$ cat config.mk
export PLATFORM = sky130hd
export DESIGN_NAME = ttpc_div
export DESIGN_NICKNAME = d
export VERILOG_FILES = /design/src/rtl/core/ttpc_div.sv
export SDC_FILE = /design/constraint.sdc
export NUM_CORES = 1
export LEC_CHECK = 0
export BUFFER_PORTS_ARGS = -buffer_cell sky130_fd_sc_hd__buf_2
export CAP_MARGIN = 20
export CORE_MARGIN = 3
export CORE_UTILIZATION = 30
export CTS_BUF_LIST = sky130_fd_sc_hd__clkbuf_8 sky130_fd_sc_hd__clkbuf_16
export DETAILED_ROUTE_END_ITERATION = 6
export GPL_ROUTABILITY_DRIVEN = 0
export PLACE_DENSITY = 0.5
export REMOVE_ABC_BUFFERS = 1
export SYNTH_ARGS = -nofsm -noshare
export SYNTH_HDL_FRONTEND = slang
export SYNTH_SLANG_ARGS = --single-unit
$ cat constraint.sdc
create_clock -name clock -period 3.4 [get_ports clock]
set_clock_uncertainty 0.1 [all_clocks]
set_input_delay 0.34 -clock clock [delete_from_list [all_inputs] [get_ports clock]]
set_output_delay 0.34 -clock clock [all_outputs]
set_load 0.005 [all_outputs]
$ cat src/rtl/core/ttpc_div.sv
// Pipelined restoring divider, one quotient bit per register stage.
// The caller guarantees in_rem < divisor, so the quotient fits QW bits.
module ttpc_div #(
   parameter int DW = 12,
   parameter int QW = 12,
   parameter int PW = 1
) (
   input  logic          clock,
   input  logic          reset,
   input  logic          in_valid,
   input  logic [DW-1:0] in_rem,
   input  logic [QW-1:0] in_num,
   input  logic [DW-1:0] divisor,
   input  logic [PW-1:0] in_pay,
   output logic          out_valid,
   output logic [QW-1:0] out_quo,
   output logic [DW-1:0] out_rem,
   output logic [PW-1:0] out_pay
);

   logic          valid_ff [QW];
   logic [DW-1:0] rem_ff   [QW];
   logic [QW-1:0] num_ff   [QW];
   logic [PW-1:0] pay_ff   [QW];

   for (genvar i = 0; i < QW; i++) begin : g_stage
      logic          v_prev;
      logic [DW-1:0] r_prev;
      logic [QW-1:0] n_prev;
      logic [PW-1:0] p_prev;
      logic [DW:0]   trial;
      logic          ge;
      logic [DW-1:0] rem_in;
      logic [QW-1:0] num_in;

      if (i == 0) begin : g_first
         assign v_prev = in_valid;
         assign r_prev = in_rem;
         assign n_prev = in_num;
         assign p_prev = in_pay;
      end else begin : g_next
         assign v_prev = valid_ff[i-1];
         assign r_prev = rem_ff[i-1];
         assign n_prev = num_ff[i-1];
         assign p_prev = pay_ff[i-1];
      end

      // Shift in the next numerator bit and subtract when it fits.
      // The quotient bit enters the numerator register from the bottom.
      assign trial  = {r_prev, n_prev[QW-1]};
      assign ge     = (trial >= {1'b0, divisor});
      assign rem_in = ge ? DW'(trial - {1'b0, divisor}) : DW'(trial);
      assign num_in = {n_prev[QW-2:0], ge};

      always_ff @(posedge clock) begin
         if (reset) begin
            valid_ff[i] <= 1'b0;
         end else begin
            valid_ff[i] <= v_prev;
         end
      end

      always_ff @(posedge clock) begin
         rem_ff[i] <= rem_in;
         num_ff[i] <= num_in;
         pay_ff[i] <= p_prev;
      end
   end

   assign out_valid = valid_ff[QW-1];
   assign out_quo   = num_ff[QW-1];
   assign out_rem   = rem_ff[QW-1];
   assign out_pay   = pay_ff[QW-1];

endmodule

; Yosys cells after proc, flatten, opt, wreduce, memory -nomap -nowiden
; Memories as Yosys holds them, arrays and structs flattened.
; Index checks and enable logic that the tools add are counted.
[totals]
ff_bits = 0
ramBits = 312
input_bits = 40
out_inout_bits = 26
elab_cells = 67
n_memories = 4
[mem_list]
columns = memory, depth, word_bits, rd, rd_ports_with_merged_regs, write_ports, line_no
row1 = num_ff, 12, 12, 12, 0, 12, 23  ; logic [QW-1:0] num_ff [QW];
row2 = rem_ff, 12, 12, 12, 0, 12, 22  ; logic [DW-1:0] rem_ff [QW];
row3 = pay_ff, 12, 1, 12, 0, 12, 24  ; logic [PW-1:0] pay_ff [QW];
row4 = valid_ff, 12, 1, 12, 0, 12, 21  ; logic valid_ff [QW];
[op_classes]
add_sub_neg = 12
n_lt_le_gt_ge = 12
mux = 27
n_bitwise = 12
[ops]
columns = cell, count
row1 = 13-bit by 12-bit greater-or-equal comparator with 1-bit output, 12
row2 = 12-bit two-way mux, 12
row3 = 12-bit subtractor, 12
row4 = 1-bit two-way mux, 15
row5 = 1-bit bitwise OR, 12

; Longest topological paths before layout
[depth]
ltp_word = 3
ltp_mapped = 10
depth_no_buf = 10

; Worst setup path after synthesis
; OpenSTA, ideal clock, no wires.
[synth_path]
path_type = in2reg
start = in divisor[1]
end = mem rem_ff[8][10] (netlist: rem_ff[2][10])
setup_time_ns = 0.123
arrival_time_ns = 2.517
path_slack_ns = 0.660
path_stages = 10
path_buffers = 1
cell_sequence = inv_1 -> ha_1 -> nor2b_1 -> o31a_1 -> nor3_2 -> o21a_2 -> a21oi_2 -> a2111oi_4 -> buf_6 -> mux2_1
[synth_rtl]
columns = element, line_no
row1 = from (decl), 13  ; input logic [DW-1:0] divisor,
row2 = to (decl), 22

==> out/qor.yml <==
clock_network:
  cts.path.max_buffers: 3
  clock_sinks: 312
  h-tree-depth: 2
  cts_tree: "yes"
  clk_latency_ns: 0.57
  cts_setup_buffers: 0
  cts-root-buf: "clkbuf_16"
  cts_resized: 0
  clkTransAtPathRegs_ns: 0.06
  cts_made_buffers: 38
outcome:
  status: "complete, no violations"
routing:
  vias_per_cell: 4.59
  drt_iter0_markers: 468
  dr.pass1.iters: 5
  wl_um: 34100
  ant_nets: 0
  wire_per_inst_um: 15.2
  num_vias: 10300
  route.detailed.drc: 0
yosys:
  mappedNetlistArea_um2: 14900
  netlist_instances: 1393
  synth_cell_types: 56
  yosys_most_used_dff: "dfxtp_1"
  synth.most_common_cell: "dfxtp_1"
  yosysSeqAreaShare_pct: 42.0
  synth_area_leaders: "dfxtp_1, ha_1, mux2_4"
  synth_common_cells: "dfxtp_1, ha_1, a21oi_1"
  yosys_register_bits: 312
  synth_top_area_share_pct: 42.0
  ys_warn_count: 0
  async_flop_share_pct: 0
  synth_edf_count: 0
  syn_avg_cell_area_um2: 10.7
  synth_top_area_cell: "dfxtp_1"
global_routing:
  grt_max_degree: 18
  antenna_found_initial: 0
  grt_pass1_wl_um: 55800
  grt.overflow.total: 0
  grt_pass1_vias: 10600
  grtUsageTotal_pct: 13.2
timing:
  tns_ns: 0
  setup_viol: 0
  fin_crit_ns: 2.86
  hold_viol_final: 0
  drv_slew: 0
  rsz0062_at_grt: "false"
  relSlewSlack_pct: 41.9
  fmax_mhz: 350
  worstMarginPinSlew_ns: 0.872
  post-route-period-util_pct: 84.0
floorplan:
  ios: 66
  die_h_um: 229
  fp.coreArea_um2: 49000
  die_w_um: 229
  rows: 81
  die-area_um2: 52300
  initial_core_util_pct: 30.4
critical_path:
  r2r-end: "rem_ff[1][3]"
  path_cells: "dlygate4sd3_1, buf_2, ha_1, o21a_1, o31a_1, o21ai_1, and2_1, o21a_1, o31ai_4, mux2_2"
  ff2ff_path_depth: 8
  r2r_start: "rem_ff[0][37]"
  cpMostUsedCell: "o21a_1"
  worstPathArrival_ns: 3.20
  critPathSlowestCell: "o31ai_4"
  cpPeakStageDelay_ns: 0.74
  cp-end-kind: "register"
  crit_path_start_kind: "primary input"
  crit_required_ns: 3.74
  rrSetupSlack_ns: 0.61
  cp_max_fo: 13
  critPathKind: "primary input to register"
place:
  port_buffers: 65
  hpwl_um: 24100
hold_path:
  min_to: "num_ff[0][0]"
  hp-class: "primary input to register"
  holdPathStages: 3
  worstHoldStart: "in_rem[11]"
power:
  vdd_drop_max_uv: 356
  leakage_nw: 8.00
  power_mw: 19.4
  pwr_density_cell_nw_per_um2: 1080
layout:
  area_growth_pct: 21.1
  nNetsFinal: 1738
  drive_gt1_share_pct: 19.0
  antenna_cells: 0
run:
  cap_violations: 0
[cells in the final DEF, fill, tap and decap left out, types with 13 or more instances in the layout]
| cell | count |
|---|---|
| o31a_1 | 13 |
| xor2_1 | 43 |
| xnor2_1 | 50 |
| ha_1 | 144 |
| nand3_1 | 42 |
| mux2i_1 | 18 |
| mux2_4 | 49 |
| inv_1 | 72 |
| a21o_1 | 49 |
| a21oi_1 | 94 |
| nor3_1 | 17 |
| nor2_1 | 62 |
| nand2_1 | 54 |
| mux2_2 | 36 |
| clkbuf_16 | 38 |
| dlygate4sd3_1 | 27 |
| dfxtp_1 | 312 |
| and3_1 | 13 |
| o21ai_0 | 56 |
| o21a_1 | 26 |
| buf_2 | 65 |
| buf_4 | 28 |
| nor2b_1 | 39 |
| nand2b_1 | 22 |
[stage by stage]
stage                     utilization [%]  instance area, µm²  std cells  hold WS, ns  setup WS, ns
after floorplan                         -               14800       1374        0.210        0.0560
after global placement               33.3               16300       2139        0.210         0.334
after detailed placement             33.3               16300       2139        0.212         0.284
after CTS                            36.8               18000       2236       0.0909         0.554
after global routing                 36.8               18000       2236        0.111         0.420
final                                36.8               18000       2236        0.118         0.543
[registers in the layout (all words and copies together) (netlist names)]
signal and cells:
num_ff 144, pay_ff 12, rem_ff 144, valid_ff 12
[final cells by class]
type                    count  area [µm²]
clock buffers              43        1020
clock inverters            27         459
fillers                  4836       30900
inverters                  70         263
multi-input cells         992        8240
flip-flops and latches    312        6250
well taps                 664         831
repair buffers            128         966
[cell families (layout without fill, tap and decap cells)]
family                   after synthesis  after routing  synth area share, %
adder cells (fa/ha/maj)              156            156                 13.7
AO/OA/AOI/OAI                        339            339                 16.8
flip-flops                           312            312                 42.0
XOR/XNOR                              93             93                 5.47
multiplexers                         111            111                 9.48
AND/OR/NAND/NOR                      293            293                 9.91
buffers and inverters                 89            268                 2.67
[worst max-delay path by stage]
stage / start / slack [ns] / depth (start not counted) / endpoint
after global placement: divisor[2] / 0.33 / 11 / rem_ff[2][35]
final: in_rem[1] / 0.54 / 10 / rem_ff[0][3]
after detailed placement: divisor[1] / 0.28 / 11 / rem_ff[0][47]
after CTS: in_rem[0] / 0.55 / 10 / rem_ff[0][3]
after global routing: in_rem[0] / 0.42 / 10 / rem_ff[0][3]
after floorplan: divisor[2] / 0.06 / 9 / rem_ff[2][42]
[metal layers]
metal | global-route usage (%) | wire (µm) | up-vias
met5 | 0 | 0 | -
met3 | 2.63 | 1370 | 64
met2 | 20.7 | 14800 | 133
li1 | - | - | 5319
met4 | 4.70 | 1000 | 0
met1 | 18.1 | 16900 | 4744
[report_power, final]
part           switching [mW]  internal [mW]  leakage [nW]  total [mW]
registers               0.665           5.03          2.62        5.69
clock network            1.69           2.96         0.728        4.65
logic                    4.45           4.64          4.65        9.09
[what timing repair did]
| item | CTS | global route |
|---|---|---|
| hold endpoints to repair | 36 | 0 |
| endpoints found under the setup margin | 0 | 0 |
| hold buffers | 27 | 0 |
[critical path, delay by kind of cell]
kind                     cells  cell delay, ns
buffers and inverters        2            0.66
AND/OR/NAND/NOR              1            0.19
multiplexers                 1            0.42
AO/OA/AOI/OAI                5            1.24
adder cells (fa/ha/maj)      1            0.35
Note: power is estimated with default switching activity, not from simulation.
