==> src/rtl/core/ttpc_pkg.sv <==
package ttpc_pkg;

   // Default coordinate width of the pixel ports.
   localparam int COORD_BITS_DEF = 12;

   // Configuration field widths.
   localparam int SIDE_W   = 12;
   localparam int HALF_W   = 11;
   localparam int HT_W     = 12;
   localparam int COLOUR_W = 24;

   // Register port geometry.
   localparam int ADDR_W = 5;
   localparam int DATA_W = 32;

   // Internal arithmetic widths.
   localparam int PROD_W    = 23;  // nr * H and yr * h
   localparam int JNUM_W    = 24;  // yr * side + H
   localparam int D12_DEN_W = 24;  // 2 * h * H
   localparam int D12_W     = 16;  // face weight toward the second corner
   localparam int D13_W     = 17;  // face weight toward the third corner, may reach 65536
   localparam int JMID_W    = 12;  // midline column of the band row
   localparam int JDEN_W    = 13;  // 2 * H
   localparam int WGT_W     = 17;  // Q16 weight up to and including 1.0
   localparam int LABEL_W   = 2;

   // Register stages outside the dividers.
   localparam int GEOM_STAGES  = 2;
   localparam int SHADE_STAGES = 3;

   // Register reset values.
   localparam logic [SIDE_W-1:0]   SIDE_LEN_RST    = SIDE_W'(64);
   localparam logic [HT_W-1:0]     TRI_HEIGHT_RST  = HT_W'(55);
   localparam logic [COLOUR_W-1:0] COLOUR_A_RST    = 24'hFF0000;
   localparam logic [COLOUR_W-1:0] COLOUR_B_RST    = 24'h00FF00;
   localparam logic [COLOUR_W-1:0] COLOUR_C_RST    = 24'h0000FF;
   localparam logic [COLOUR_W-1:0] COLOUR_D_RST    = 24'hFFFFFF;

   // Register map, one word per register.
   typedef enum logic [2:0] {
      REG_SIDE_LEN    = 3'd0,
      REG_TRI_HEIGHT  = 3'd1,
      REG_EDGE_MARK   = 3'd2,
      REG_VERTEX_MODE = 3'd3,
      REG_COLOUR_A    = 3'd4,
      REG_COLOUR_B    = 3'd5,
      REG_COLOUR_C    = 3'd6,
      REG_COLOUR_D    = 3'd7
   } reg_idx_type;

   // Corner colour slots, in label order 1, 2, 4, 8.
   typedef enum logic [1:0] {
      SLOT_A = 2'd0,
      SLOT_B = 2'd1,
      SLOT_C = 2'd2,
      SLOT_D = 2'd3
   } slot_type;

   // Label masks of the triangles that miss one corner colour.
   localparam logic [3:0] MASK_NO_A = 4'd14;
   localparam logic [3:0] MASK_NO_B = 4'd13;
   localparam logic [3:0] MASK_NO_C = 4'd11;

   // Effective configuration handed to the pipeline.
   typedef struct packed {
      logic [HT_W-1:0]                hh;
      logic [HALF_W-1:0]              h;
      logic [SIDE_W-1:0]              side;
      logic                           edge_mark;
      logic                           vertex_mode;
      logic [3:0][COLOUR_W-1:0]       colour;
   } cfg_type;

   // Corner label index from the low bits of the lattice coordinates.
   function automatic logic [LABEL_W-1:0] corner_label(input logic [1:0] x,
                                                      input logic [1:0] y);
      return {x[1], 1'b0} + y;
   endfunction

   // Accept-to-result latency in cycles.
   function automatic int latency(input int coord_bits);
      return 2 * coord_bits + D12_W + D13_W + JMID_W + GEOM_STAGES + SHADE_STAGES;
   endfunction

endpackage

==> src/rtl/core/ttpc_shade.sv <==
// Colour stage: edge test, face colour pick, corner blend and output register.
module ttpc_shade (
   input  logic                                clock,
   input  logic                                reset,
   input  ttpc_pkg::cfg_type                   cfg,
   input  logic                                in_valid,
   input  logic [3*ttpc_pkg::LABEL_W-1:0]      in_labels,
   input  logic                                in_yz,
   input  logic [ttpc_pkg::HALF_W-1:0]         in_nr,
   input  logic [ttpc_pkg::D12_W-1:0]          in_d12,
   input  logic [ttpc_pkg::D13_W-1:0]          in_d13,
   input  logic [ttpc_pkg::JMID_W-1:0]         in_jmid,
   output logic                                out_valid,
   output logic [7:0]                          out_red,
   output logic [7:0]                          out_green,
   output logic [7:0]                          out_blue
);

   localparam int PRD_W = ttpc_pkg::WGT_W + 8;
   localparam int SUM_W = PRD_W + 1;

   // Stage one: edge flag, weights and colour lookups.
   logic [ttpc_pkg::LABEL_W-1:0]   l1;
   logic [ttpc_pkg::LABEL_W-1:0]   l2;
   logic [ttpc_pkg::LABEL_W-1:0]   l3;
   logic [3:0]                     mask;
   ttpc_pkg::slot_type             face_slot;

   logic                           v1_ff;
   logic                           edge1_ff;
   logic [ttpc_pkg::WGT_W-1:0]     w1_ff;
   logic [ttpc_pkg::WGT_W-1:0]     w2_ff;
   logic [ttpc_pkg::WGT_W-1:0]     w3_ff;
   logic [ttpc_pkg::COLOUR_W-1:0]  c1_ff;
   logic [ttpc_pkg::COLOUR_W-1:0]  c2_ff;
   logic [ttpc_pkg::COLOUR_W-1:0]  c3_ff;
   logic [ttpc_pkg::COLOUR_W-1:0]  face1_ff;

   assign l1   = in_labels[3*ttpc_pkg::LABEL_W-1:2*ttpc_pkg::LABEL_W];
   assign l2   = in_labels[2*ttpc_pkg::LABEL_W-1:ttpc_pkg::LABEL_W];
   assign l3   = in_labels[ttpc_pkg::LABEL_W-1:0];
   assign mask = (4'b0001 << l1) | (4'b0001 << l2) | (4'b0001 << l3);

   // The face takes the colour of the one label its corners lack.
   always_comb begin
      case (mask)
         ttpc_pkg::MASK_NO_A: face_slot = ttpc_pkg::SLOT_A;
         ttpc_pkg::MASK_NO_B: face_slot = ttpc_pkg::SLOT_B;
         ttpc_pkg::MASK_NO_C: face_slot = ttpc_pkg::SLOT_C;
         default:             face_slot = ttpc_pkg::SLOT_D;
      endcase
   end

   always_ff @(posedge clock) begin
      if (reset) begin
         v1_ff <= 1'b0;
      end else begin
         v1_ff <= in_valid;
      end
   end

   always_ff @(posedge clock) begin
      edge1_ff <= in_yz || ({1'b0, in_nr} == in_jmid);
      w1_ff    <= ttpc_pkg::WGT_W'(17'h10000 - {1'b0, in_d12} - in_d13);
      w2_ff    <= {1'b0, in_d12};
      w3_ff    <= in_d13;
      c1_ff    <= cfg.colour[l1];
      c2_ff    <= cfg.colour[l2];
      c3_ff    <= cfg.colour[l3];
      face1_ff <= cfg.colour[face_slot];
   end

   // Stage two: weighted channel products.
   logic                           v2_ff;
   logic                           edge2_ff;
   logic [ttpc_pkg::COLOUR_W-1:0]  face2_ff;
   logic [PRD_W-1:0]               pa_ff [3];
   logic [PRD_W-1:0]               pb_ff [3];
   logic [PRD_W-1:0]               pc_ff [3];

   always_ff @(posedge clock) begin
      if (reset) begin
         v2_ff <= 1'b0;
      end else begin
         v2_ff <= v1_ff;
      end
   end

   always_ff @(posedge clock) begin
      edge2_ff <= edge1_ff;
      face2_ff <= face1_ff;
   end

   for (genvar ch = 0; ch < 3; ch++) begin : g_prod
      always_ff @(posedge clock) begin
         pa_ff[ch] <= PRD_W'(w1_ff * c1_ff[23-8*ch -: 8]);
         pb_ff[ch] <= PRD_W'(w2_ff * c2_ff[23-8*ch -: 8]);
         pc_ff[ch] <= PRD_W'(w3_ff * c3_ff[23-8*ch -: 8]);
      end
   end

   // Stage three: sum, drop the fraction, clamp and pick the output.
   logic       v3_ff;
   logic [7:0] chan_ff [3];

   for (genvar ch = 0; ch < 3; ch++) begin : g_sum
      logic [SUM_W-1:0] sum;
      logic [SUM_W-17:0] whole;
      logic [7:0]       blend;
      logic [7:0]       chan_in;

      assign sum   = SUM_W'(pa_ff[ch]) + SUM_W'(pb_ff[ch]) + SUM_W'(pc_ff[ch]);
      assign whole = sum[SUM_W-1:16];
      assign blend = (whole > (SUM_W-16)'(255)) ? 8'hFF : whole[7:0];

      always_comb begin
         if (cfg.edge_mark && edge2_ff) begin
            chan_in = 8'h00;
         end else if (cfg.vertex_mode) begin
            chan_in = blend;
         end else begin
            chan_in = face2_ff[23-8*ch -: 8];
         end
      end

      always_ff @(posedge clock) begin
         chan_ff[ch] <= chan_in;
      end
   end

   always_ff @(posedge clock) begin
      if (reset) begin
         v3_ff <= 1'b0;
      end else begin
         v3_ff <= v2_ff;
      end
   end

   assign out_valid = v3_ff;
   assign out_red   = chan_ff[0];
   assign out_green = chan_ff[1];
   assign out_blue  = chan_ff[2];

endmodule

==> config.mk <==
export PLATFORM = sky130hd
export DESIGN_NAME = ttpc_shade
export DESIGN_NICKNAME = d
export VERILOG_FILES = /design/src/rtl/core/ttpc_pkg.sv /design/src/rtl/core/ttpc_shade.sv
export SDC_FILE = /design/constraint.sdc
export NUM_CORES = 2
export LEC_CHECK = 0
export ABC_AREA = 1
export BUFFER_PORTS_ARGS = -buffer_cell sky130_fd_sc_hd__buf_4
export CAP_MARGIN = 20
export CORE_ASPECT_RATIO = 1.1
export CORE_MARGIN = 4
export CORE_UTILIZATION = 35
export CTS_BUF_LIST = sky130_fd_sc_hd__clkbuf_4 sky130_fd_sc_hd__clkbuf_8
export CTS_CLUSTER_SIZE = 14
export DETAILED_ROUTE_END_ITERATION = 10
export HOLD_SLACK_MARGIN = 0.05
export PLACE_DENSITY = 0.57
export SLEW_MARGIN = 20
export SYNTH_ARGS = -nofsm -noshare
export SYNTH_HDL_FRONTEND = slang
export SYNTH_SLANG_ARGS = --single-unit
==> constraint.sdc <==
create_clock -name clock -period 4.8 [get_ports clock]
set_input_delay 0.24 -clock clock [delete_from_list [all_inputs] [get_ports clock]]
set_output_delay 0.24 -clock clock [all_outputs]
set_load 0.05 [all_outputs]
Word-level counts from Yosys, hierarchy flattened

Memories as Yosys holds them, arrays and structs flattened.
Cells that the tools add are included.

Register bits after elaboration: 175
Bits in writable memories: 246
Input port bits: 199
Output and inout bits: 25
Word-level logic and storage cells: 70
Memories: 4

Add/sub/neg operators: 8
Multiply operators: 9
Magnitude comparators: 7
Eq/ne operators: 4
Shift-type cells: 3
Multiplexer cells: 18
Bitwise gates (word level): 2
Reduce and logical (&&, ||, !) cells: 2

Memories:

| name    | depth | width | read ports | clocked after memory_dff | wr ports | line              | source |
|---|---|---|---|---|---|---|---|
| pa_ff   | 3     | 25    | 3          | 0                        | 3        | ttpc_shade.sv:77  | `logic [PRD_W-1:0] pa_ff [3];` |
| pc_ff   | 3     | 25    | 3          | 0                        | 3        | ttpc_shade.sv:79  | `logic [PRD_W-1:0] pc_ff [3];` |
| pb_ff   | 3     | 24    | 3          | 0                        | 3        | ttpc_shade.sv:78  | `logic [PRD_W-1:0] pb_ff [3];` |
| chan_ff | 3     | 8     | 3          | 0                        | 3        | ttpc_shade.sv:104 | `logic [7:0] chan_ff [3];` |

Operators by type and width:

| kind                                                 | number |
|---|---|
| binary-select mux 24 bit (select 2 bit)              | 4 |
| multiplier 17 x 8 -> 25 bit                          | 6 |
| 2-to-1 mux 24 bit                                    | 4 |
| adder 25 x 25 -> 26 bit                              | 3 |
| adder 26 x 25 -> 26 bit                              | 3 |
| multiplier 16 x 8 -> 24 bit                          | 3 |
| 2-to-1 mux 8 bit                                     | 9 |
| > comparator 10 x 8 -> 1 bit (second input constant) | 3 |
| subtractor 17 x 16 -> 17 bit (first input constant)  | 1 |
| subtractor 17 bit                                    | 1 |
| == test 11 x 12 -> 1 bit                             | 1 |
| == test 4 bit (second input constant)                | 3 |
| < comparator 2 x 3 -> 1 bit (second input constant)  | 4 |
| << shifter 1 x 2 -> 4 bit (first input constant)     | 3 |
| OR 4 bit                                             | 2 |
| one-hot mux 2 bit (3 select lines)                   | 1 |
| logical AND 1 bit                                    | 1 |
| logical OR 1 bit                                     | 1 |

Logic depth before layout (Yosys ltp)

Depth in word-level cells: 7
Mapped depth: 25
Mapped depth without buffers: 23

Worst setup path after synthesis

No wires, ideal clock.

Path kind: register to register
Start point: register c1_ff[10] (netlist bit)
End point: memory pa_ff[0][43] (netlist bit)
Setup time: 0.127 ns
Data arrival time: 4.273 ns
Required time: 4.673 ns
Slack: 0.401 ns
Stages on the path, launching flop included: 19
Path buffers: 2
Clock period less this slack: 4.399 ns
Cells stage by stage: dfxtp_1 > clkbuf_1 > clkbuf_1 > nand2_1 > fa_1 > fa_1 > inv_1 > fa_1 > inv_1 > fa_1 > inv_1 > ha_1 > a21oi_1 > o21ai_0 > a21oi_1 > inv_1 > a21oi_1 > o21ai_0 > xor2_1

RTL lines:

| what                   | line             | source |
|---|---|---|
| start, declared        | ttpc_shade.sv:34 | `logic [ttpc_pkg::COLOUR_W-1:0] c1_ff;` |
| start signal, assigned | ttpc_shade.sv:67 | `c1_ff <= cfg.colour[l1];` |
| end, declared          | ttpc_shade.sv:77 |  |

==> impl_metrics.json <==
{
  "multi_input_area_um2": 40100,
  "grt_max_degree": 49,
  "hold_violations": 0,
  "grt_use_total_pct": 22.1,
  "clk_pin_slew_ns": 0.06,
  "cts.path.max_buffers": 3,
  "cts-root-buf": "clkbuf_8",
  "start_util_pct": 35.3,
  "synth_edf_count": 0,
  "grt_pass1_vias": 53635,
  "finalClockSkew_ns": 0.0579,
  "core_area_um2": 167000,
  "avgRoutedWirePerCell_um": 17.5,
  "synth.ff_latch_count": 421,
  "globalplace.congestion": 0.937,
  "port_buffers": 188,
  "cp-start-kind": "register",
  "crit_top_cell": "fa_1",
  "yosys_warnings": 0,
  "grt_pass1_wl_um": 299000,
  "setup_viol": 0,
  "critPathMaxStageDelay_ns": 0.69,
  "final_area_um2": 68900,
  "postSynth.asyncResetShare_pct": 0,
  "clk_latency_ns": 0.81,
  "drv_slew": 0,
  "syn2layout_area_growth_pct": 17.3,
  "netlist_area_um2": 58800,
  "nFillCells": 17299,
  "status": "finished clean",
  "syn-num-nets": 9632,
  "synth-main-ff-cell": "dfxtp_1",
  "timing.critical_path.to_type": "register",
  "die_x_um": 399,
  "place_ws_ns": 0.0504,
  "yosysSeqAreaShare_pct": 14.3,
  "via_per_inst": 4.72,
  "maxSlewHeadroom_pct": 20.1,
  "drcViolationCount": 0,
  "crit_chain": "buf_4 > nand2_1 > inv_1 > fa_1 > fa_1 > fa_1 > inv_1 > fa_1 > inv_1 > ha_1 > nand2_1 > nor4_1 > o21ai_0 > nand3_1 > xor2_1",
  "finalWirelength_um": 190000,
  "via_count": 51428,
  "hold_class": "in2reg",
  "rsz0062_at_grt": "no",
  "numCtsBuffers": 82,
  "htree_num_levels": 3,
  "drtIter0Drc": 3626,
  "ant_nets": 0,
  "final_cell_mix": "2418 x inv_1, 2034 x nand2_1, 862 x fa_1",
  "cap_viol_max_count": 0,
  "antenna_found_initial": 22,
  "die_area_um2": 175000,
  "layout-drive-gt1-share_pct": 8.45,
  "clkSinkCount": 421,
  "tightest_slew_ns": 1.20,
  "crit_slowest_cell": "dfxtp_1",
  "worstPathArrival_ns": 5.34,
  "rows": 157,
  "grt_remaining_overflow": 0,
  "setup_ws_ns": 0.155,
  "first_pass_iters": 6,
  "mostFrequentLayoutCell": "inv_1",
  "regArea_um2": 8470,
  "synth_cells": 8063,
  "worstSetupPathType": "reg2reg",
  "hpwl_um": 157000,
  "critical_path_required_ns": 5.50,
  "max_freq_mhz": 215,
  "finalSetupTns_ns": 0,
  "die_h_um": 438,
  "fin_crit_ns": 4.64,
  "ios": 224,
  "placed_area_um2": 64800,
  "avgSynthCellArea_um2": 7.29,
  "ff2ff_setup_slack_ns": 0.16,
  "fin_crit_sh_pct": 96.8,
  "tritoncts": "yes",
  "crit_fanout": 10,
  "final_nets": 10164,
  "ys_types": 48
}
==> cell families (layout without fill, tap and decap cells) <==
family	Yosys count	count (layout)	share of synthesized area, %
simple gates	2653	2653	17.8
buf+inv	2711	3306	17.4
other cells	0	10	0
xor+xnor	202	202	3.01
compound gates	706	706	7.32
fa+ha+maj	1370	1370	40.2
flops	421	421	14.3
==> final timing paths <==
| kind | startpoint | to | cells after the start |
|---|---|---|---|
| max reg2reg | c3_ff[22] | pc_ff[0][21] | 15 |
| min reg2reg | face1_ff[1] | face2_ff[1] | 0 |
| max | c3_ff[22] | pc_ff[0][21] | 15 |
| min | cfg[71] | c3_ff[23] | 3 |
==> synth_stat cells, types with 13 or more instances <==
master | count | area share [%]
inv_1 | 2418 | 15
nor3_1 | 25 | 0.21
dfxtp_1 | 421 | 14
ha_1 | 508 | 11
a31oi_1 | 13 | 0.14
clkbuf_1 | 277 | 1.8
a22oi_1 | 72 | 0.92
a21o_1 | 31 | 0.40
xnor2_1 | 66 | 0.98
nand2_1 | 2034 | 13
o21ai_0 | 175 | 1.5
o21bai_1 | 22 | 0.28
o22ai_1 | 24 | 0.26
nor4_1 | 20 | 0.21
o221ai_1 | 72 | 1.1
nor2_1 | 342 | 2.2
nand3_1 | 169 | 1.4
nand4_1 | 36 | 0.38
fa_1 | 862 | 29
xor2_1 | 136 | 2.0
a21oi_1 | 244 | 2.1
==> metrics by stage <==
step | util [%] | std cells | hold slack [ns]
floorplan | - | 8063 | 0.268
global placement | 38.9 | 10524 | 0.311
detailed placement | 38.9 | 10524 | 0.312
CTS | 41.3 | 10883 | 0.0549
global route | 41.4 | 10885 | 0.0894
finish | 41.4 | 10894 | 0.148
==> cell type report <==
| type | count | area share (%) |
|---|---|---|
| flip-flops and latches | 421 | 12.3 |
| repair buffers | 736 | 9.46 |
| diodes | 10 | 0.0363 |
| clock buffers | 108 | 2.07 |
| clock inverters | 39 | 0.650 |
| well taps | 2226 | 4.04 |
| inverters | 2423 | 13.2 |
| multi-input cells | 4931 | 58.3 |
==> layer usage <==
layer	GRT usage, %	wire length, um	up-vias
li1	-	-	24516
met1	29.3	82400	24893
met2	36.6	87700	1677
met3	3.74	13700	334
met4	7.52	6510	8
met5	0	43	-
==> timing repair <==
action                                  in CTS  in global routing
hold buffers                               212                  0
resized for setup                            2                 41
buffers inserted                             0                  0
endpoints found under the setup margin       1                 77
endpoints found under the hold margin      139                  0
cloned                                       0                  0
==> worst max-delay path, delay by kind of cell (launching register included) <==
kind	cells	cell delay [ns]
DFF	1	0.69
adders and majority gates	5	2.24
and+or+nand+nor	4	0.82
buffers and inverters	4	0.44
AOI/OAI and AO/OA	1	0.20
xor gates and xnor gates	1	0.15
==> registers in the layout (all words and copies together), names as in the netlist <==
register and count:
face2_ff 24, w3_ff 17, pa_ff 75, w2_ff 16, c3_ff 24, pb_ff 72, v1_ff 1, edge2_ff 1
face1_ff 24, out_valid 1, v2_ff 1, w1_ff 17, c1_ff 24, pc_ff 75, c2_ff 24, chan_ff 24
edge1_ff 1
Power is not shown: default switching activity piles up to over one toggle a cycle in this logic, so the estimate is an artifact.
