<file path="src/rtl/core/ttpc_pkg.sv">
package ttpc_pkg;

   // Default coordinate width of the pixel ports.
   localparam int COORD_BITS_DEF = 12;

   // Configuration field widths.
   localparam int SIDE_W   = 12;
   localparam int HALF_W   = 11;
   localparam int HT_W     = 12;
   localparam int COLOUR_W = 24;

   // Register port geometry.
   localparam int ADDR_W = 5;
   localparam int DATA_W = 32;

   // Internal arithmetic widths.
   localparam int PROD_W    = 23;  // nr * H and yr * h
   localparam int JNUM_W    = 24;  // yr * side + H
   localparam int D12_DEN_W = 24;  // 2 * h * H
   localparam int D12_W     = 16;  // face weight toward the second corner
   localparam int D13_W     = 17;  // face weight toward the third corner, may reach 65536
   localparam int JMID_W    = 12;  // midline column of the band row
   localparam int JDEN_W    = 13;  // 2 * H
   localparam int WGT_W     = 17;  // Q16 weight up to and including 1.0
   localparam int LABEL_W   = 2;

   // Register stages outside the dividers.
   localparam int GEOM_STAGES  = 2;
   localparam int SHADE_STAGES = 3;

   // Register reset values.
   localparam logic [SIDE_W-1:0]   SIDE_LEN_RST    = SIDE_W'(64);
   localparam logic [HT_W-1:0]     TRI_HEIGHT_RST  = HT_W'(55);
   localparam logic [COLOUR_W-1:0] COLOUR_A_RST    = 24'hFF0000;
   localparam logic [COLOUR_W-1:0] COLOUR_B_RST    = 24'h00FF00;
   localparam logic [COLOUR_W-1:0] COLOUR_C_RST    = 24'h0000FF;
   localparam logic [COLOUR_W-1:0] COLOUR_D_RST    = 24'hFFFFFF;

   // Register map, one word per register.
   typedef enum logic [2:0] {
      REG_SIDE_LEN    = 3'd0,
      REG_TRI_HEIGHT  = 3'd1,
      REG_EDGE_MARK   = 3'd2,
      REG_VERTEX_MODE = 3'd3,
      REG_COLOUR_A    = 3'd4,
      REG_COLOUR_B    = 3'd5,
      REG_COLOUR_C    = 3'd6,
      REG_COLOUR_D    = 3'd7
   } reg_idx_type;

   // Corner colour slots, in label order 1, 2, 4, 8.
   typedef enum logic [1:0] {
      SLOT_A = 2'd0,
      SLOT_B = 2'd1,
      SLOT_C = 2'd2,
      SLOT_D = 2'd3
   } slot_type;

   // Label masks of the triangles that miss one corner colour.
   localparam logic [3:0] MASK_NO_A = 4'd14;
   localparam logic [3:0] MASK_NO_B = 4'd13;
   localparam logic [3:0] MASK_NO_C = 4'd11;

   // Effective configuration handed to the pipeline.
   typedef struct packed {
      logic [HT_W-1:0]                hh;
      logic [HALF_W-1:0]              h;
      logic [SIDE_W-1:0]              side;
      logic                           edge_mark;
      logic                           vertex_mode;
      logic [3:0][COLOUR_W-1:0]       colour;
   } cfg_type;

   // Corner label index from the low bits of the lattice coordinates.
   function automatic logic [LABEL_W-1:0] corner_label(input logic [1:0] x,
                                                      input logic [1:0] y);
      return {x[1], 1'b0} + y;
   endfunction

   // Accept-to-result latency in cycles.
   function automatic int latency(input int coord_bits);
      return 2 * coord_bits + D12_W + D13_W + JMID_W + GEOM_STAGES + SHADE_STAGES;
   endfunction

endpackage

</file>
<file path="src/rtl/core/ttpc_geom.sv">
// Triangle geometry: mirrored column fraction, orientation, corner labels
// and the numerators of the blend weights and of the midline column.
module ttpc_geom (
   input  logic                                clock,
   input  logic                                reset,
   input  ttpc_pkg::cfg_type                   cfg,
   input  logic                                in_valid,
   input  logic [1:0]                          in_yi,
   input  logic [ttpc_pkg::HT_W-1:0]           in_yr,
   input  logic [1:0]                          in_xi,
   input  logic [ttpc_pkg::HALF_W-1:0]         in_xr,
   output logic                                out_valid,
   output logic [3*ttpc_pkg::LABEL_W-1:0]      out_labels,
   output logic                                out_yz,
   output logic [ttpc_pkg::HALF_W-1:0]         out_nr,
   output logic [ttpc_pkg::PROD_W-1:0]         out_diff,
   output logic [ttpc_pkg::HT_W-1:0]           out_t,
   output logic [ttpc_pkg::JNUM_W-1:0]         out_jnum
);

   // Stage one: mirror the column and form the products.
   logic                          v1_ff;
   logic                          odd1_ff;
   logic [ttpc_pkg::HALF_W-1:0]   nr1_ff;
   logic [ttpc_pkg::HT_W-1:0]     yr1_ff;
   logic [1:0]                    yi1_ff;
   logic [1:0]                    xi1_ff;
   logic [ttpc_pkg::PROD_W-1:0]   p1_ff;
   logic [ttpc_pkg::PROD_W-1:0]   p2_ff;
   logic [ttpc_pkg::JNUM_W-1:0]   js_ff;

   logic                          odd1_in;
   logic [ttpc_pkg::HALF_W-1:0]   nr1_in;

   assign odd1_in = in_xi[0] ^ in_yi[0];
   assign nr1_in  = odd1_in ? ttpc_pkg::HALF_W'(cfg.h - in_xr) : in_xr;

   always_ff @(posedge clock) begin
      if (reset) begin
         v1_ff <= 1'b0;
      end else begin
         v1_ff <= in_valid;
      end
   end

   always_ff @(posedge clock) begin
      odd1_ff <= odd1_in;
      nr1_ff  <= nr1_in;
      yr1_ff  <= in_yr;
      yi1_ff  <= in_yi;
      xi1_ff  <= in_xi;
      p1_ff   <= ttpc_pkg::PROD_W'(nr1_in * cfg.hh);
      p2_ff   <= ttpc_pkg::PROD_W'(in_yr * cfg.h);
      js_ff   <= ttpc_pkg::JNUM_W'(in_yr * cfg.side);
   end

   // Stage two: orientation, corner labels and the weight and midline numerators.
   logic                              down2;
   logic [1:0]                        xb2;
   logic [1:0]                        xs2;
   logic [1:0]                        yn2;
   logic [ttpc_pkg::LABEL_W-1:0]      l1_2;
   logic [ttpc_pkg::LABEL_W-1:0]      l2_2;
   logic [ttpc_pkg::LABEL_W-1:0]      l3_2;

   logic                              v2_ff;
   logic [3*ttpc_pkg::LABEL_W-1:0]    labels_ff;
   logic                              yz_ff;
   logic [ttpc_pkg::HALF_W-1:0]       nr2_ff;
   logic [ttpc_pkg::PROD_W-1:0]       diff_ff;
   logic [ttpc_pkg::HT_W-1:0]         t_ff;
   logic [ttpc_pkg::JNUM_W-1:0]       jnum_ff;

   assign down2 = (p1_ff > p2_ff);
   assign xb2   = xi1_ff + {1'b0, odd1_ff};
   assign xs2   = odd1_ff ? 2'b11 : 2'b01;
   assign yn2   = yi1_ff + 2'b01;

   always_comb begin
      if (down2) begin
         l1_2 = ttpc_pkg::corner_label(xb2, yi1_ff);
         l2_2 = ttpc_pkg::corner_label(xb2 + {xs2[0], 1'b0}, yi1_ff);
         l3_2 = ttpc_pkg::corner_label(xb2 + xs2, yn2);
      end else begin
         l1_2 = ttpc_pkg::corner_label(xb2 + xs2, yn2);
         l2_2 = ttpc_pkg::corner_label(xb2 - xs2, yn2);
         l3_2 = ttpc_pkg::corner_label(xb2, yi1_ff);
      end
   end

   always_ff @(posedge clock) begin
      if (reset) begin
         v2_ff <= 1'b0;
      end else begin
         v2_ff <= v1_ff;
      end
   end

   always_ff @(posedge clock) begin
      labels_ff <= {l1_2, l2_2, l3_2};
      yz_ff     <= (yr1_ff == '0);
      nr2_ff    <= nr1_ff;
      diff_ff   <= down2 ? (p1_ff - p2_ff) : (p2_ff - p1_ff);
      t_ff      <= down2 ? yr1_ff : ttpc_pkg::HT_W'(cfg.hh - yr1_ff);
      jnum_ff   <= js_ff + ttpc_pkg::JNUM_W'(cfg.hh);
   end

   assign out_valid  = v2_ff;
   assign out_labels = labels_ff;
   assign out_yz     = yz_ff;
   assign out_nr     = nr2_ff;
   assign out_diff   = diff_ff;
   assign out_t      = t_ff;
   assign out_jnum   = jnum_ff;

endmodule

</file>
<file path="config.mk">
export PLATFORM = sky130hd
export DESIGN_NAME = ttpc_geom
export DESIGN_NICKNAME = d
export VERILOG_FILES = /design/src/rtl/core/ttpc_pkg.sv /design/src/rtl/core/ttpc_geom.sv
export SDC_FILE = /design/constraint.sdc
export NUM_CORES = 1
export LEC_CHECK = 0
export BUFFER_PORTS_ARGS = -buffer_cell sky130_fd_sc_hd__clkbuf_2
export CORE_MARGIN = 3
export CORE_UTILIZATION = 50
export CTS_CLUSTER_SIZE = 16
export DETAILED_ROUTE_END_ITERATION = 10
export GPL_ROUTABILITY_DRIVEN = 0
export PLACE_DENSITY = 0.77
export SYNTH_ARGS = -nofsm -noshare
export SYNTH_HDL_FRONTEND = slang
export SYNTH_SLANG_ARGS = --single-unit
</file>
<file path="constraint.sdc">
create_clock -name clock -period 7.05 [get_ports clock]
set_input_delay 1.41 -clock clock [delete_from_list [all_inputs] [get_ports clock]]
set_output_delay 1.41 -clock clock [all_outputs]
set_load 0.02 [all_outputs]
</file>
* Yosys cells after proc, flatten, opt, wreduce, memory -nomap -nowiden *
Index checks and enable logic that the tools add are counted.

word-level totals
  register bits after elaboration = 177
  logic and storage cells = 43
  output and inout port bits = 78
  bits of input ports = 163

cells by class
  reductions and logical operators = 1
  $add $sub $neg = 14
  bitwise operators = 1
  mux-type cells = 7
  order comparisons = 1
  multipliers = 3

operator list
  operator               number
  $sub A23 B23 Y23       2
  $add A24 B12 Y24       1
  $mul A12 B12 Y24       1
  $gt A23 B23 Y1         1
  $mul A11 B12 Y23       1
  $mul A12 B11 Y23       1
  $mux W23               1
  $add A2 B2 Y2          6
  $logic_not A12 Y1      1
  $mux W12               1
  $sub A12 B12 Y12       1
  $mux W11               1
  $sub A11 B11 Y11       1
  $mux W2                4
  $add A2 B1 Y2          1
  $add A2 B1 Y2 const B  1
  $sub A2 B2 Y2          1
  $xor A1 B1 Y1          1

* Logic depth before layout (Yosys ltp) *
Gate-level depths: netlist of the first run.

  depth in word-level cells = 4
  gate-level depth with buffers = 33
  mapped depth without buffers = 30

* Least setup slack after synthesis of the first run *
OpenSTA, ideal clock, no wires.

  path type = input port to flip-flop
  start = in cfg[110] in the netlist's numbering
  end = reg p1_ff[19] in the netlist's numbering
  buffers on the path = 2
  slack = -0.613 ns
  library setup time = 0.118 ns
  required time = 6.932 ns
  stages on the path = 30
  arrival = 7.545 ns
  cell sequence = clkbuf_1 > inv_1 > ha_1 > inv_1 > fa_1 > a21o_1 > a21o_1 > a21oi_1 > nor2b_1 > nor2_1 > xnor2_1 > a21oi_1 > inv_1 > clkbuf_1 > and2_1 > fa_1 > inv_1 > fa_1 > inv_1 > fa_1 > fa_1 > fa_1 > ha_1 > nand3_1 > a211oi_1 > and3b_1 > or2_2 > o2111ai_1 > a21oi_1 > xnor2_1

between the ends
  cells in the longest elaborated chain, start to end = 3

ends and longest elaborated chain
  element                 line             source
  start: declaration      ttpc_geom.sv:6   input ttpc_pkg::cfg_type cfg,
  $sub A11 B11 Y11        ttpc_geom.sv:36  assign nr1_in = odd1_in ? ttpc_pkg::HALF_W'(cfg.h - in_xr) : in_xr;
  $mux W11                ttpc_geom.sv:36
  net nr1_in, one bit     ttpc_geom.sv:33  logic [ttpc_pkg::HALF_W-1:0] nr1_in;
  $mul A11 B12 Y23        ttpc_geom.sv:52  p1_ff <= ttpc_pkg::PROD_W'(nr1_in * cfg.hh);
  end signal: assignment  ttpc_geom.sv:52
  end: declaration        ttpc_geom.sv:28  logic [ttpc_pkg::PROD_W-1:0] p1_ff;

The timed path passes the listed nets, and every way through them passes these cells.
A chain may end at the register's enable or synchronous reset.

* Final worst setup path of the first run *
  start = in cfg[110] in the netlist's numbering
  end = reg p1_ff[21] in the netlist's numbering

between the ends
  cells in the longest elaborated chain, start to end = 3

ends and longest elaborated chain
  element           line
  $sub A11 B11 Y11  ttpc_geom.sv:36
  $mux W11          ttpc_geom.sv:36
  $mul A11 B12 Y23  ttpc_geom.sv:52

Every way passes these cells.

==> impl_results.md, run 1 <==
* DIE HEIGHT at 211 um
* Number of hold buffers added after cts at 0
* Sequential cell area fraction in the yosys report at 16.7%
* Overall die width at 211 um
* Primary flip-flop cell chosen by synthesis mapping: sky130_fd_sc_hd__dfxtp_1
* Vias post-DR at 17000
* Number of enable-type register cells in the synthesized netlist at 0
* DR WL/cell at 16.6 um
* Path depth of the worst reg2reg path at 10
* # setup viols final at 1
* # Max-Cap Violations at 0
* Clock sink count at 176
* Area of the mapped netlist at 21100 sq um
* Maximum achievable frequency at 141 MHz
* Register clock-pin slew on the reported worst setup and hold paths at 0.06 ns
* Startpoint of the worst setup timing path: cfg[110]
* Tightest slew margin relative to the limit at 21.7%
* Combined area of the multi-input logic cells at 15800 sq um
* Origin of the critical flop-to-flop path: p1_ff[1]
* Starting utilization of the core area at 51.1%
* Total number of H-tree levels at 4
* Failing checks: setup timing
* Number of iterations in the first detailed-routing pass at 5
* Endpoint required time on the critical path at 7.44 ns
* First-pass GRT wire length at 85.2 mm
* Number of design-rule violations left by the first detailed-router iteration at 1018
* Category of the worst setup path launch point: primary input
* Post-route ant nets at 0
* Setup slack of the worst register-to-register path at 3.47 ns
* Via-to-Cell Ratio at 5.43
* CP arrival at 7.46 ns
* Root buffer selected by CTS: sky130_fd_sc_hd__clkbuf_16
* Count of cell types in the netlist at 72
* Worst-case clock buffer depth at 2
* # DRC at 0
* CTS Buf Count at 17
* Worst setup slack after layout at -0.0256 ns
* PortBufs at 142
* Pin count of the biggest net entering global routing at 42
* Highest net fanout along the worst path at 4
* Final clock period utilization by the worst path at 100%
* Type of the worst min-delay path: reg -> reg
* Die area at 44600 sq um
* Share of cells above drive strength 1 at 13.8%
* Antenna violations before repair at 2
* Synthesized instance count at 2396
* Clock latency reported for the late side of the worst-skew pair at 0.47 ns
* Transition at the pin with the smallest max-transition slack at 1.17 ns
* DP Area at 22900 sq um
* Clock tree from TritonCTS: yes
* Synthesis-stage register bit count at 176
* Share of flip-flops with an asynchronous set or reset after synthesis at 0%
* Final instance area at 23800 sq um
* Outcome: finished with violations
* Net count, final at 3289
* Post-Syn Nets at 3105
* Number of hold-slack violations in the final timing report at 0
* Endpoint of the worst-slack reg-to-reg timing path: out_diff[14]
* Total count of max-transition violations in the final report at 0
* I/O pin count at 241
* Number of synthesis warnings at 0
* Area occupied by registers at 3520 sq um
* Detailed Place HPWL at 42.3 mm
* Setup repair after global routing missed its margin: true
* End point of the critical path: p1_ff[21]
* Category of the worst setup path capture point: flip-flop
* Core Region at 41200 sq um
* Total wirelength of the detailed-routed design at 51.9 mm
* Area grow syn2layout at 13.0%
* Global routing usage summed across all routing layers at 23.8%
* Average cell area after synthesis at 8.79 sq um
* Site Rows at 74
* Number of filler instances in the final layout at 3511
* Remaining Overflow, GRT at 0
* Final Skew at 0.0141 ns
* Final min period at 7.08 ns
* Worst setup path class: in -> reg
* Vias in the first global route at 17700
[worst max-delay path: stages]
cell                       delay (ns)
sky130_fd_sc_hd__buf_8           0.10
sky130_fd_sc_hd__inv_4           0.04
sky130_fd_sc_hd__ha_4            0.12
sky130_fd_sc_hd__inv_2           0.03
sky130_fd_sc_hd__fa_2            0.35
sky130_fd_sc_hd__a21o_1          0.16
sky130_fd_sc_hd__a21o_1          0.22
sky130_fd_sc_hd__a21oi_2         0.21
sky130_fd_sc_hd__o31ai_2         0.10
sky130_fd_sc_hd__xnor2_1         0.14
sky130_fd_sc_hd__nand2_1         0.10
sky130_fd_sc_hd__xnor2_2         0.15
sky130_fd_sc_hd__buf_4           0.15
sky130_fd_sc_hd__and2_1          0.16
sky130_fd_sc_hd__fa_1            0.50
sky130_fd_sc_hd__fa_1            0.43
sky130_fd_sc_hd__fa_1            0.51
sky130_fd_sc_hd__fa_1            0.43
sky130_fd_sc_hd__fa_1            0.54
sky130_fd_sc_hd__ha_4            0.22
sky130_fd_sc_hd__buf_4           0.15
sky130_fd_sc_hd__and3_1          0.19
sky130_fd_sc_hd__a21oi_1         0.22
sky130_fd_sc_hd__and3b_1         0.24
sky130_fd_sc_hd__or2_4           0.15
sky130_fd_sc_hd__o211ai_1        0.10
sky130_fd_sc_hd__a21oi_1         0.19
sky130_fd_sc_hd__xnor2_1         0.13
[cells in the final DEF (no fill, tap or decap), drive strengths merged, types with 27 or more instances in the layout]
master	instances
a21o	35
a21oi	107
and2	169
buf	119
clkbuf	159
dfxtp	176
fa	283
ha	263
inv	439
nand2	295
nand3	27
nor2	89
nor3	32
o21ai	65
xnor2	86
xor2	30
[sequential cells by signal, indices dropped and copies added, names as in the netlist]
| signal | flops |
|---|---|
| out_labels | 5 |
| nr1_ff | 11 |
| out_valid | 1 |
| out_jnum | 24 |
| p2_ff | 23 |
| odd1_ff | 1 |
| out_nr | 11 |
| yr1_ff | 12 |
| js_ff | 24 |
| v1_ff | 1 |
| p1_ff | 23 |
| out_t | 12 |
| out_diff | 23 |
| yi1_ff | 2 |
| out_yz | 1 |
| xi1_ff | 2 |
[cells in the mapped netlist (all sizes together), types with 10 or more instances]
cell type	count	area (sq um)
o21ai	65	333
nor2b	21	131
a211oi	14	110
nor3	32	165
xnor2	86	753
and3	14	92.6
buf	20	115
and2	169	1060
nand2b	12	75.1
nand3	27	135
o21bai	10	75.1
o31ai	16	125
nand2	295	1110
xor2	30	263
a21oi	107	536
fa	283	5670
ha	263	3290
clkbuf	74	280
a21o	35	263
nor2	89	334
dfxtp	176	3520
inv	431	1620
o21a	17	129
[routing by layer]
layer  up-vias  share of wire [%]  GRT usage (%)  wire length [um]
met5         -                  0              0                 0
met4         0                3.6           9.77              1890
met3       132                5.7           4.04              2950
met2       611                 49           41.2             25400
met1      8344                 42           29.7             21600
li1       7888                  -              -                 -
[final cells by class]
cell class | instances | area share (%)
clock buffers | 19 | 1.86
flip-flops and latches | 176 | 14.8
clock inverters | 13 | 0.689
well taps | 532 | 2.80
inverters | 432 | 6.82
diodes | 1 | 0.0105
multi-input cells | 1694 | 66.2
repair buffers | 259 | 6.84
[logic make-up after synthesis]
family	share of synthesized area [%]
adders and majority gates	42.5
buffers and inverters	9.58
and+or+nand+nor	16.2
DFF	16.7
muxes	0.386
AOI/OAI and AO/OA	9.75
xor gates and xnor gates	4.82
[repair_timing]
item	in CTS	in global routing
setup buffers	4	8
resized for setup	16	29
pin swaps	19	32
endpoints found under the setup margin	7	9
[per-stage QoR]
| stage | worst slack (ns) | hold slack, ns | setup TNS [ns] | util, % | instances |
|---|---|---|---|---|---|
| final | -0.0256 | 0.327 | -0.0256 | 57.8 | 3126 |
| after global placement | -0.542 | 0.313 | -3.95 | 55.7 | 3082 |
| after floorplan | -0.373 | 0.310 | -2.01 | - | 2396 |
| after global routing | -0.200 | 0.334 | -0.938 | 57.8 | 3126 |
| after CTS | 0.00198 | 0.330 | 0 | 57.4 | 3118 |
| after detailed placement | -0.667 | 0.314 | -5.06 | 55.7 | 3082 |
[worst min-delay path by stage]
stage | slack, ns | cells after the start | to | startpoint
finish | 0.33 | 0 | out_nr[0] | nr1_ff[0]
global route | 0.33 | 0 | out_nr[9] | nr1_ff[9]
CTS | 0.33 | 0 | out_nr[0] | nr1_ff[0]
detailed placement | 0.31 | 0 | out_nr[10] | nr1_ff[10]
global placement | 0.31 | 0 | out_nr[0] | nr1_ff[0]
floorplan | 0.31 | 0 | out_nr[0] | nr1_ff[0]
Power of run 1 is left out: the tool's default activity adds up to more than one toggle a clock period on the data nets, which glitch-free logic cannot reach.
==> run 2: changes to the inputs <==
--- a/config.mk
+++ b/config.mk
@@ -5,7 +5,7 @@
 export SDC_FILE = /design/constraint.sdc
 export NUM_CORES = 1
 export LEC_CHECK = 0
-export BUFFER_PORTS_ARGS = -buffer_cell sky130_fd_sc_hd__clkbuf_2
+export BUFFER_PORTS_ARGS = -buffer_cell sky130_fd_sc_hd__buf_4
 export CORE_MARGIN = 3
 export CORE_UTILIZATION = 50
 export CTS_CLUSTER_SIZE = 16
==> run 2 against run 1 <==
The run now ends clean. Hold slack improved by 0.00071 ns. Die area stayed put. Register-to-register slack lost 0.05 ns. Critical endpoint is now p1_ff[17].
==> impl_results.md, run 2 (synthesis gave the netlist of run 1 again) <==
* Outcome: completed
* Final instance area at 23900 sq um (+0.43%)
* DR WL/cell at 16.6 um (+0.16%)
* Leak at 12.2 nW
* Category of the worst setup path capture point: flip-flop
* Cell with the largest stage delay on the worst path: sky130_fd_sc_hd__fa_1
* Number of iterations in the first detailed-routing pass at 7 (+2)
* PnR Total Power at 0.0135 W
* # Max-Cap Violations at 0 (unchanged)
* CTS Buf Count at 17 (unchanged)
* Category of the worst setup path launch point: primary input
* Via-to-Cell Ratio at 5.41 (-0.33%)
* First-pass GRT wire length at 84.8 mm (-0.56%)
* Power density over cell area at 566 nW/um^2
* Vias in the first global route at 17800 (+0.25%)
* Overall die width at 211 um (unchanged)
* DP Area at 23200 sq um (+1.1%)
* Clock sink count at 176 (unchanged)
* Delay of the slowest cell on the worst path at 0.54 ns (about the same)
* Cell Count, Final, Fillers Out at 3106 (-0.64%)
* Root buffer selected by CTS: sky130_fd_sc_hd__clkbuf_16
* Die area at 44600 sq um (unchanged)
* Number of hold buffers added after cts at 0 (unchanged)
* Starting utilization of the core area at 51.1% (unchanged)
* Transition at the pin with the smallest max-transition slack at 1.19 ns (+0.0196 ns)
* Net count, final at 3269 (-0.61%)
* Post-route ant nets at 0 (unchanged)
* Highest net fanout along the worst path at 4 (unchanged)
* Total wirelength of the detailed-routed design at 51.6 mm (-0.48%)
* Number of hold-slack violations in the final timing report at 0 (unchanged)
* Area grow syn2layout at 13.5%
* Clock latency reported for the late side of the worst-skew pair at 0.47 ns (about the same)
* Placed Instances at 3067 (-0.49%)
* Worst-case clock buffer depth at 2 (unchanged)
* Remaining Overflow, GRT at 0 (unchanged)
* I/O pin count at 241 (unchanged)
* Site Rows at 74 (unchanged)
* DIE HEIGHT at 211 um (unchanged)
* Commonest cells after routing, fill and taps aside: sky130_fd_sc_hd__inv_1 (422), sky130_fd_sc_hd__nand2_1 (295), sky130_fd_sc_hd__fa_1 (282)
* Share of cells above drive strength 1 at 12.7% (-1.1 points)
* Clock tree from TritonCTS: yes
* Total count of max-transition violations in the final report at 0 (unchanged)
* Commonest non-fill, non-tap cell in the layout: sky130_fd_sc_hd__inv_1
* Total number of H-tree levels at 4 (unchanged)
* CP arrival at 7.36 ns (-0.10 ns)
* Number of design-rule violations left by the first detailed-router iteration at 1032 (+1.4%)
* Maximum resistive drop on vdd at 448 uV
* Final clock period utilization by the worst path at 99.4% (-0.97 points)
* Detailed Place HPWL at 42.0 mm (-0.82%)
* PortBufs at 142 (unchanged)
* Global routing usage summed across all routing layers at 23.7% (-0.15 points)
* # DRC at 0 (unchanged)
* Antenna violations before repair at 2 (unchanged)
* Register clock-pin slew on the reported worst setup and hold paths at 0.07 ns (about the same)
* Final sum of negative setup slack at 0 ns (+0.0256 ns)
* Final min period at 7.01 ns (-0.0685 ns)
* Core Region at 41200 sq um (unchanged)
* Final Skew at 0.0124 ns (-0.00169 ns)
* Worst setup path class: in -> reg
* Setup slack of the worst register-to-register path at 3.42 ns (-0.05 ns)
* # setup viols final at 0 (-1)
* Maximum achievable frequency at 143 MHz (+0.98%)
* Vias post-DR at 16800 (-0.97%)
* Type of the worst min-delay path: reg -> reg
* Tightest slew margin relative to the limit at 20.4% (-1.3 points)
* Pin count of the biggest net entering global routing at 42 (unchanged)
* Setup repair after global routing missed its margin: true
* Cell repeated most along the worst path: sky130_fd_sc_hd__fa_1
* Endpoint required time on the critical path at 7.40 ns (-0.04 ns)
==> run 2: cell types whose count changed in the layout (fill, tap and decap cells not counted), sizes merged <==
| cell | change |
|---|---|
| buf | +120 |
| bufinv | -1 |
| clkbuf | -142 |
| clkinv | +1 |
| clkinvlp | +2 |
==> run 2: worst paths after layout <==
kind,start,endpoint,cells after the start
min,nr1_ff[3],out_nr[3],0
max,cfg[110],p1_ff[17],29
max reg2reg,p1_ff[1],out_diff[14],10
min reg2reg,nr1_ff[3],out_nr[3],0
==> run 2: what timing repair did <==
action	4_1_cts	5_1_grt
resized for setup	3	22
buffers inserted	0	6
endpoints found under the hold margin	0	0
setup endpoints to repair	5	9
pin swaps	4	15
==> run 2: area by class of cell <==
cell class	count	area (sq um)
fill	3459	17300
multi-input combinational	1694	15700
sequential	176	3520
timing repair buffer	239	1820
inverter	432	1620
tap	532	666
clock buffer	17	425
clock inverter	15	168
antenna	1	2.50
==> run 2: through the flow <==
stage / hold slack, ns / utilization [%] / setup slack [ns]
2_1_floorplan: 0.310 / - / -0.373
6_report: 0.327 / 58.0 / 0.0430
3_3_place_gp: 0.313 / 56.3 / -0.542
5_1_grt: 0.332 / 58.0 / -0.203
4_1_cts: 0.328 / 57.7 / 0.0125
3_5_place_dp: 0.312 / 56.3 / -0.639
==> run 2: worst max-delay path, delay by kind of cell <==
| family | cells | cell delay [ns] |
|---|---|---|
| XOR/XNOR | 3 | 0.43 |
| buffers and inverters | 6 | 0.41 |
| AND/OR/NAND/NOR | 5 | 0.80 |
| adder cells (fa/ha/maj) | 8 | 3.30 |
| AO/OA/AOI/OAI | 7 | 1.02 |
==> run 2: report_power, final <==
| group | total (W) | internal [W] | leakage (nW) | switching (W) |
|---|---|---|---|---|
| Clock | 0.000956 | 0.000503 | 0.288 | 0.000453 |
| Combinational | 0.0108 | 0.00491 | 10.4 | 0.00591 |
| Sequential | 0.00175 | 0.00155 | 1.48 | 0.000198 |
| Total | 0.0135 | 0.00697 | 12.2 | 0.00656 |
==> run 2: per-layer routing <==
layer / up-vias / part of all wire [%] / track usage (%)
li1: 7850 / - / -
met1: 8229 / 41 / 29.2
met2: 580 / 49 / 40.5
met3: 149 / 6.5 / 4.74
met4: 2 / 3.9 / 10.3
met5: - / 0.025 / 0
Note: power is estimated with default switching activity, not from simulation.
==> run 3: changes to the inputs <==
--- a/config.mk
+++ b/config.mk
@@ -8,6 +8,7 @@
 export BUFFER_PORTS_ARGS = -buffer_cell sky130_fd_sc_hd__buf_4
 export CORE_MARGIN = 3
 export CORE_UTILIZATION = 50
+export CTS_BUF_LIST = sky130_fd_sc_hd__clkbuf_4
 export CTS_CLUSTER_SIZE = 16
 export DETAILED_ROUTE_END_ITERATION = 10
 export GPL_ROUTABILITY_DRIVEN = 0
==> constraint.sdc (replaced) <==
create_clock -name clock -period 5.7 [get_ports clock]
set_input_delay 1.14 -clock clock [delete_from_list [all_inputs] [get_ports clock]]
set_output_delay 1.14 -clock clock [all_outputs]
set_load 0.02 [all_outputs]
==> run 3 against run 2 <==
The flow now finishes with violations (setup timing). Non-clock buffer count up 134. Hold slack improved by 0.017 ns. Cell area is 4.5% higher. Sequential cell count did not move. Worst setup slack got worse by 1.0 ns. Register-to-register slack got worse by 1.3 ns. Cell count grew 4.3%. Die area did not move. Critical endpoint is now p1_ff[21].
==> impl_results.md, run 3 (synthesis gave the netlist of run 1 again) <==
* Worst setup slack after layout at -1.00 ns (-1.04 ns)
* Delay of the slowest cell on the worst path at 0.56 ns (+0.02 ns)
* Share of cells above drive strength 1 at 18.7% (+6.0 points)
* Post-route ant nets at 0 (unchanged)
* Cell repeated most along the worst path: sky130_fd_sc_hd__fa_1
* Final Skew at 0.0231 ns (+0.0107 ns)
* Category of the worst setup path capture point: flip-flop
* # Max-Cap Violations at 0 (unchanged)
* Tightest slew margin relative to the limit at 27.3% (+6.9 points)
* Maximum achievable frequency at 149 MHz
* Clock latency reported for the late side of the worst-skew pair at 0.66 ns (+0.19 ns)
* Setup repair after global routing missed its margin: true
* Starting utilization of the core area at 51.1% (unchanged)
* Category of the worst setup path launch point: primary input
* Total count of max-transition violations in the final report at 0 (unchanged)
* Detailed Place HPWL at 46.0 mm (+9.5%)
* PortBufs at 142 (unchanged)
* Number of hold-slack violations in the final timing report at 0 (unchanged)
* Die area at 44600 sq um (unchanged)
* Endpoint of the worst-slack reg-to-reg timing path: out_diff[14]
* Setup slack of the worst register-to-register path at 2.08 ns (-1.34 ns)
* Path depth of the worst reg2reg path at 10 (unchanged)
* Failing checks: setup timing
* DIE HEIGHT at 211 um (unchanged)
* Clock tree from TritonCTS: yes
* First-pass GRT wire length at 87.4 mm (+3.1%)
* Register clock-pin slew on the reported worst setup and hold paths at 0.14 ns (+0.07 ns)
* Final min period at 6.70 ns
* Startpoint of the worst setup timing path: cfg[110]
* Area occupied by registers at 3520 sq um (unchanged)
* Origin of the critical flop-to-flop path: p1_ff[1]
* End point of the critical path: p1_ff[21]
* Global routing usage summed across all routing layers at 24.5% (+0.84 points)
* Number of design-rule violations left by the first detailed-router iteration at 1161 (+13%)
* Core Region at 41200 sq um (unchanged)
* Antenna violations before repair at 2 (unchanged)
* Combined area of the multi-input logic cells at 16000 sq um (+2.0%)
* Site Rows at 74 (unchanged)
* Pin count of the biggest net entering global routing at 42 (unchanged)
* CTS Buf Count at 17 (unchanged)
* Overall die width at 211 um (unchanged)
* Endpoint required time on the critical path at 6.26 ns (-1.14 ns)
* Cell with the largest stage delay on the worst path: sky130_fd_sc_hd__fa_1
* Type of the worst min-delay path: reg -> reg
* Clock sink count at 176 (unchanged)
* Commonest cells after routing, fill and taps aside: sky130_fd_sc_hd__inv_1 (417), sky130_fd_sc_hd__buf_4 (357), sky130_fd_sc_hd__nand2_1 (292)
* Net count, final at 3403 (+4.1%)
* Worst-case clock buffer depth at 2 (unchanged)
* DR WL/cell at 16.8 um (+1.1%)
* # DRC at 0 (unchanged)
* Number of iterations in the first detailed-routing pass at 6 (-1)
* Number of filler instances in the final layout at 3353 (-3.1%)
* Final clock period utilization by the worst path at 118%
* Via-to-Cell Ratio at 5.39 (-0.37%)
* Root buffer selected by CTS: sky130_fd_sc_hd__clkbuf_4
* # setup viols final at 15 (+15)
* Area grow syn2layout at 18.6%
* Post-layout utilization of the core at 60.6% (+2.6 points)
* Commonest non-fill, non-tap cell in the layout: sky130_fd_sc_hd__inv_1
* Highest net fanout along the worst path at 6 (+2)
* Remaining Overflow, GRT at 0 (unchanged)
* Total number of H-tree levels at 4 (unchanged)
* Outcome: finished with violations
* I/O pin count at 241 (unchanged)
* Total wirelength of the detailed-routed design at 54.5 mm (+5.5%)
* Vias in the first global route at 18400 (+3.4%)
* CP arrival at 7.26 ns (-0.10 ns)
* Worst setup path class: in -> reg
* Transition at the pin with the smallest max-transition slack at 1.09 ns (-0.104 ns)
* Vias post-DR at 17500 (+3.9%)
## run 3: worst max-delay path: cells and delay by family
family,cells,cell delay [ns]
AOI/OAI and AO/OA,7,1.18
xor gates and xnor gates,3,0.50
adders and majority gates,8,3.27
buffers and inverters,4,0.34
and+or+nand+nor,5,0.81
## run 3: worst min path at each step
stage / from / endpoint / slack (ns) / cells past startpoint
after global routing: nr1_ff[0] / out_nr[0] / 0.35 / 0
after floorplan: nr1_ff[0] / out_nr[0] / 0.31 / 0
after CTS: nr1_ff[5] / out_nr[5] / 0.34 / 0
final: nr1_ff[0] / out_nr[0] / 0.34 / 0
after detailed placement: nr1_ff[5] / out_nr[5] / 0.31 / 0
after global placement: nr1_ff[0] / out_nr[0] / 0.32 / 0
## run 3: what timing repair did
| action | CTS | global route |
|---|---|---|
| gates resized for setup | 23 | 57 |
| hold buffers | 0 | 0 |
| buffers inserted | 9 | 13 |
| pin swaps | 41 | 80 |
| cloned | 0 | 1 |
| endpoints found under the setup margin | 14 | 16 |
| hold endpoints to repair | 0 | 0 |
## run 3: cell type report
cell class,count,area share [%]
multi-input cells,1694,64.0
well taps,532,2.67
inverters,432,6.51
clock inverters,15,0.626
flip-flops and latches,176,14.1
diodes,1,0.0100
clock buffers,17,0.511
repair buffers,373,11.5
## run 3: per-layer routing
layer	global-route usage [%]	routed length [um]	share of wire [%]	up-vias
li1	-	-	-	8110
met1	29.8	21500	40	8554
met2	43.0	27200	50	667
met3	3.56	3400	6.3	139
met4	11.6	2280	4.2	0
met5	0	0	0	-
## run 3: through the flow
step	worst slack (ns)	setup TNS, ns	instances	area [sq um]	hold WS, ns
final	-1.00	-10.07	3240	25000	0.344
after global routing	-1.14	-11.89	3240	25000	0.349
after CTS	-0.904	-8.42	3226	24600	0.344
after detailed placement	-1.67	-22.99	3185	24200	0.312
after global placement	-1.49	-19.57	3185	24200	0.316
after floorplan	-1.45	-14.98	2396	21300	0.310
Power of run 3 is left out for the same reason.
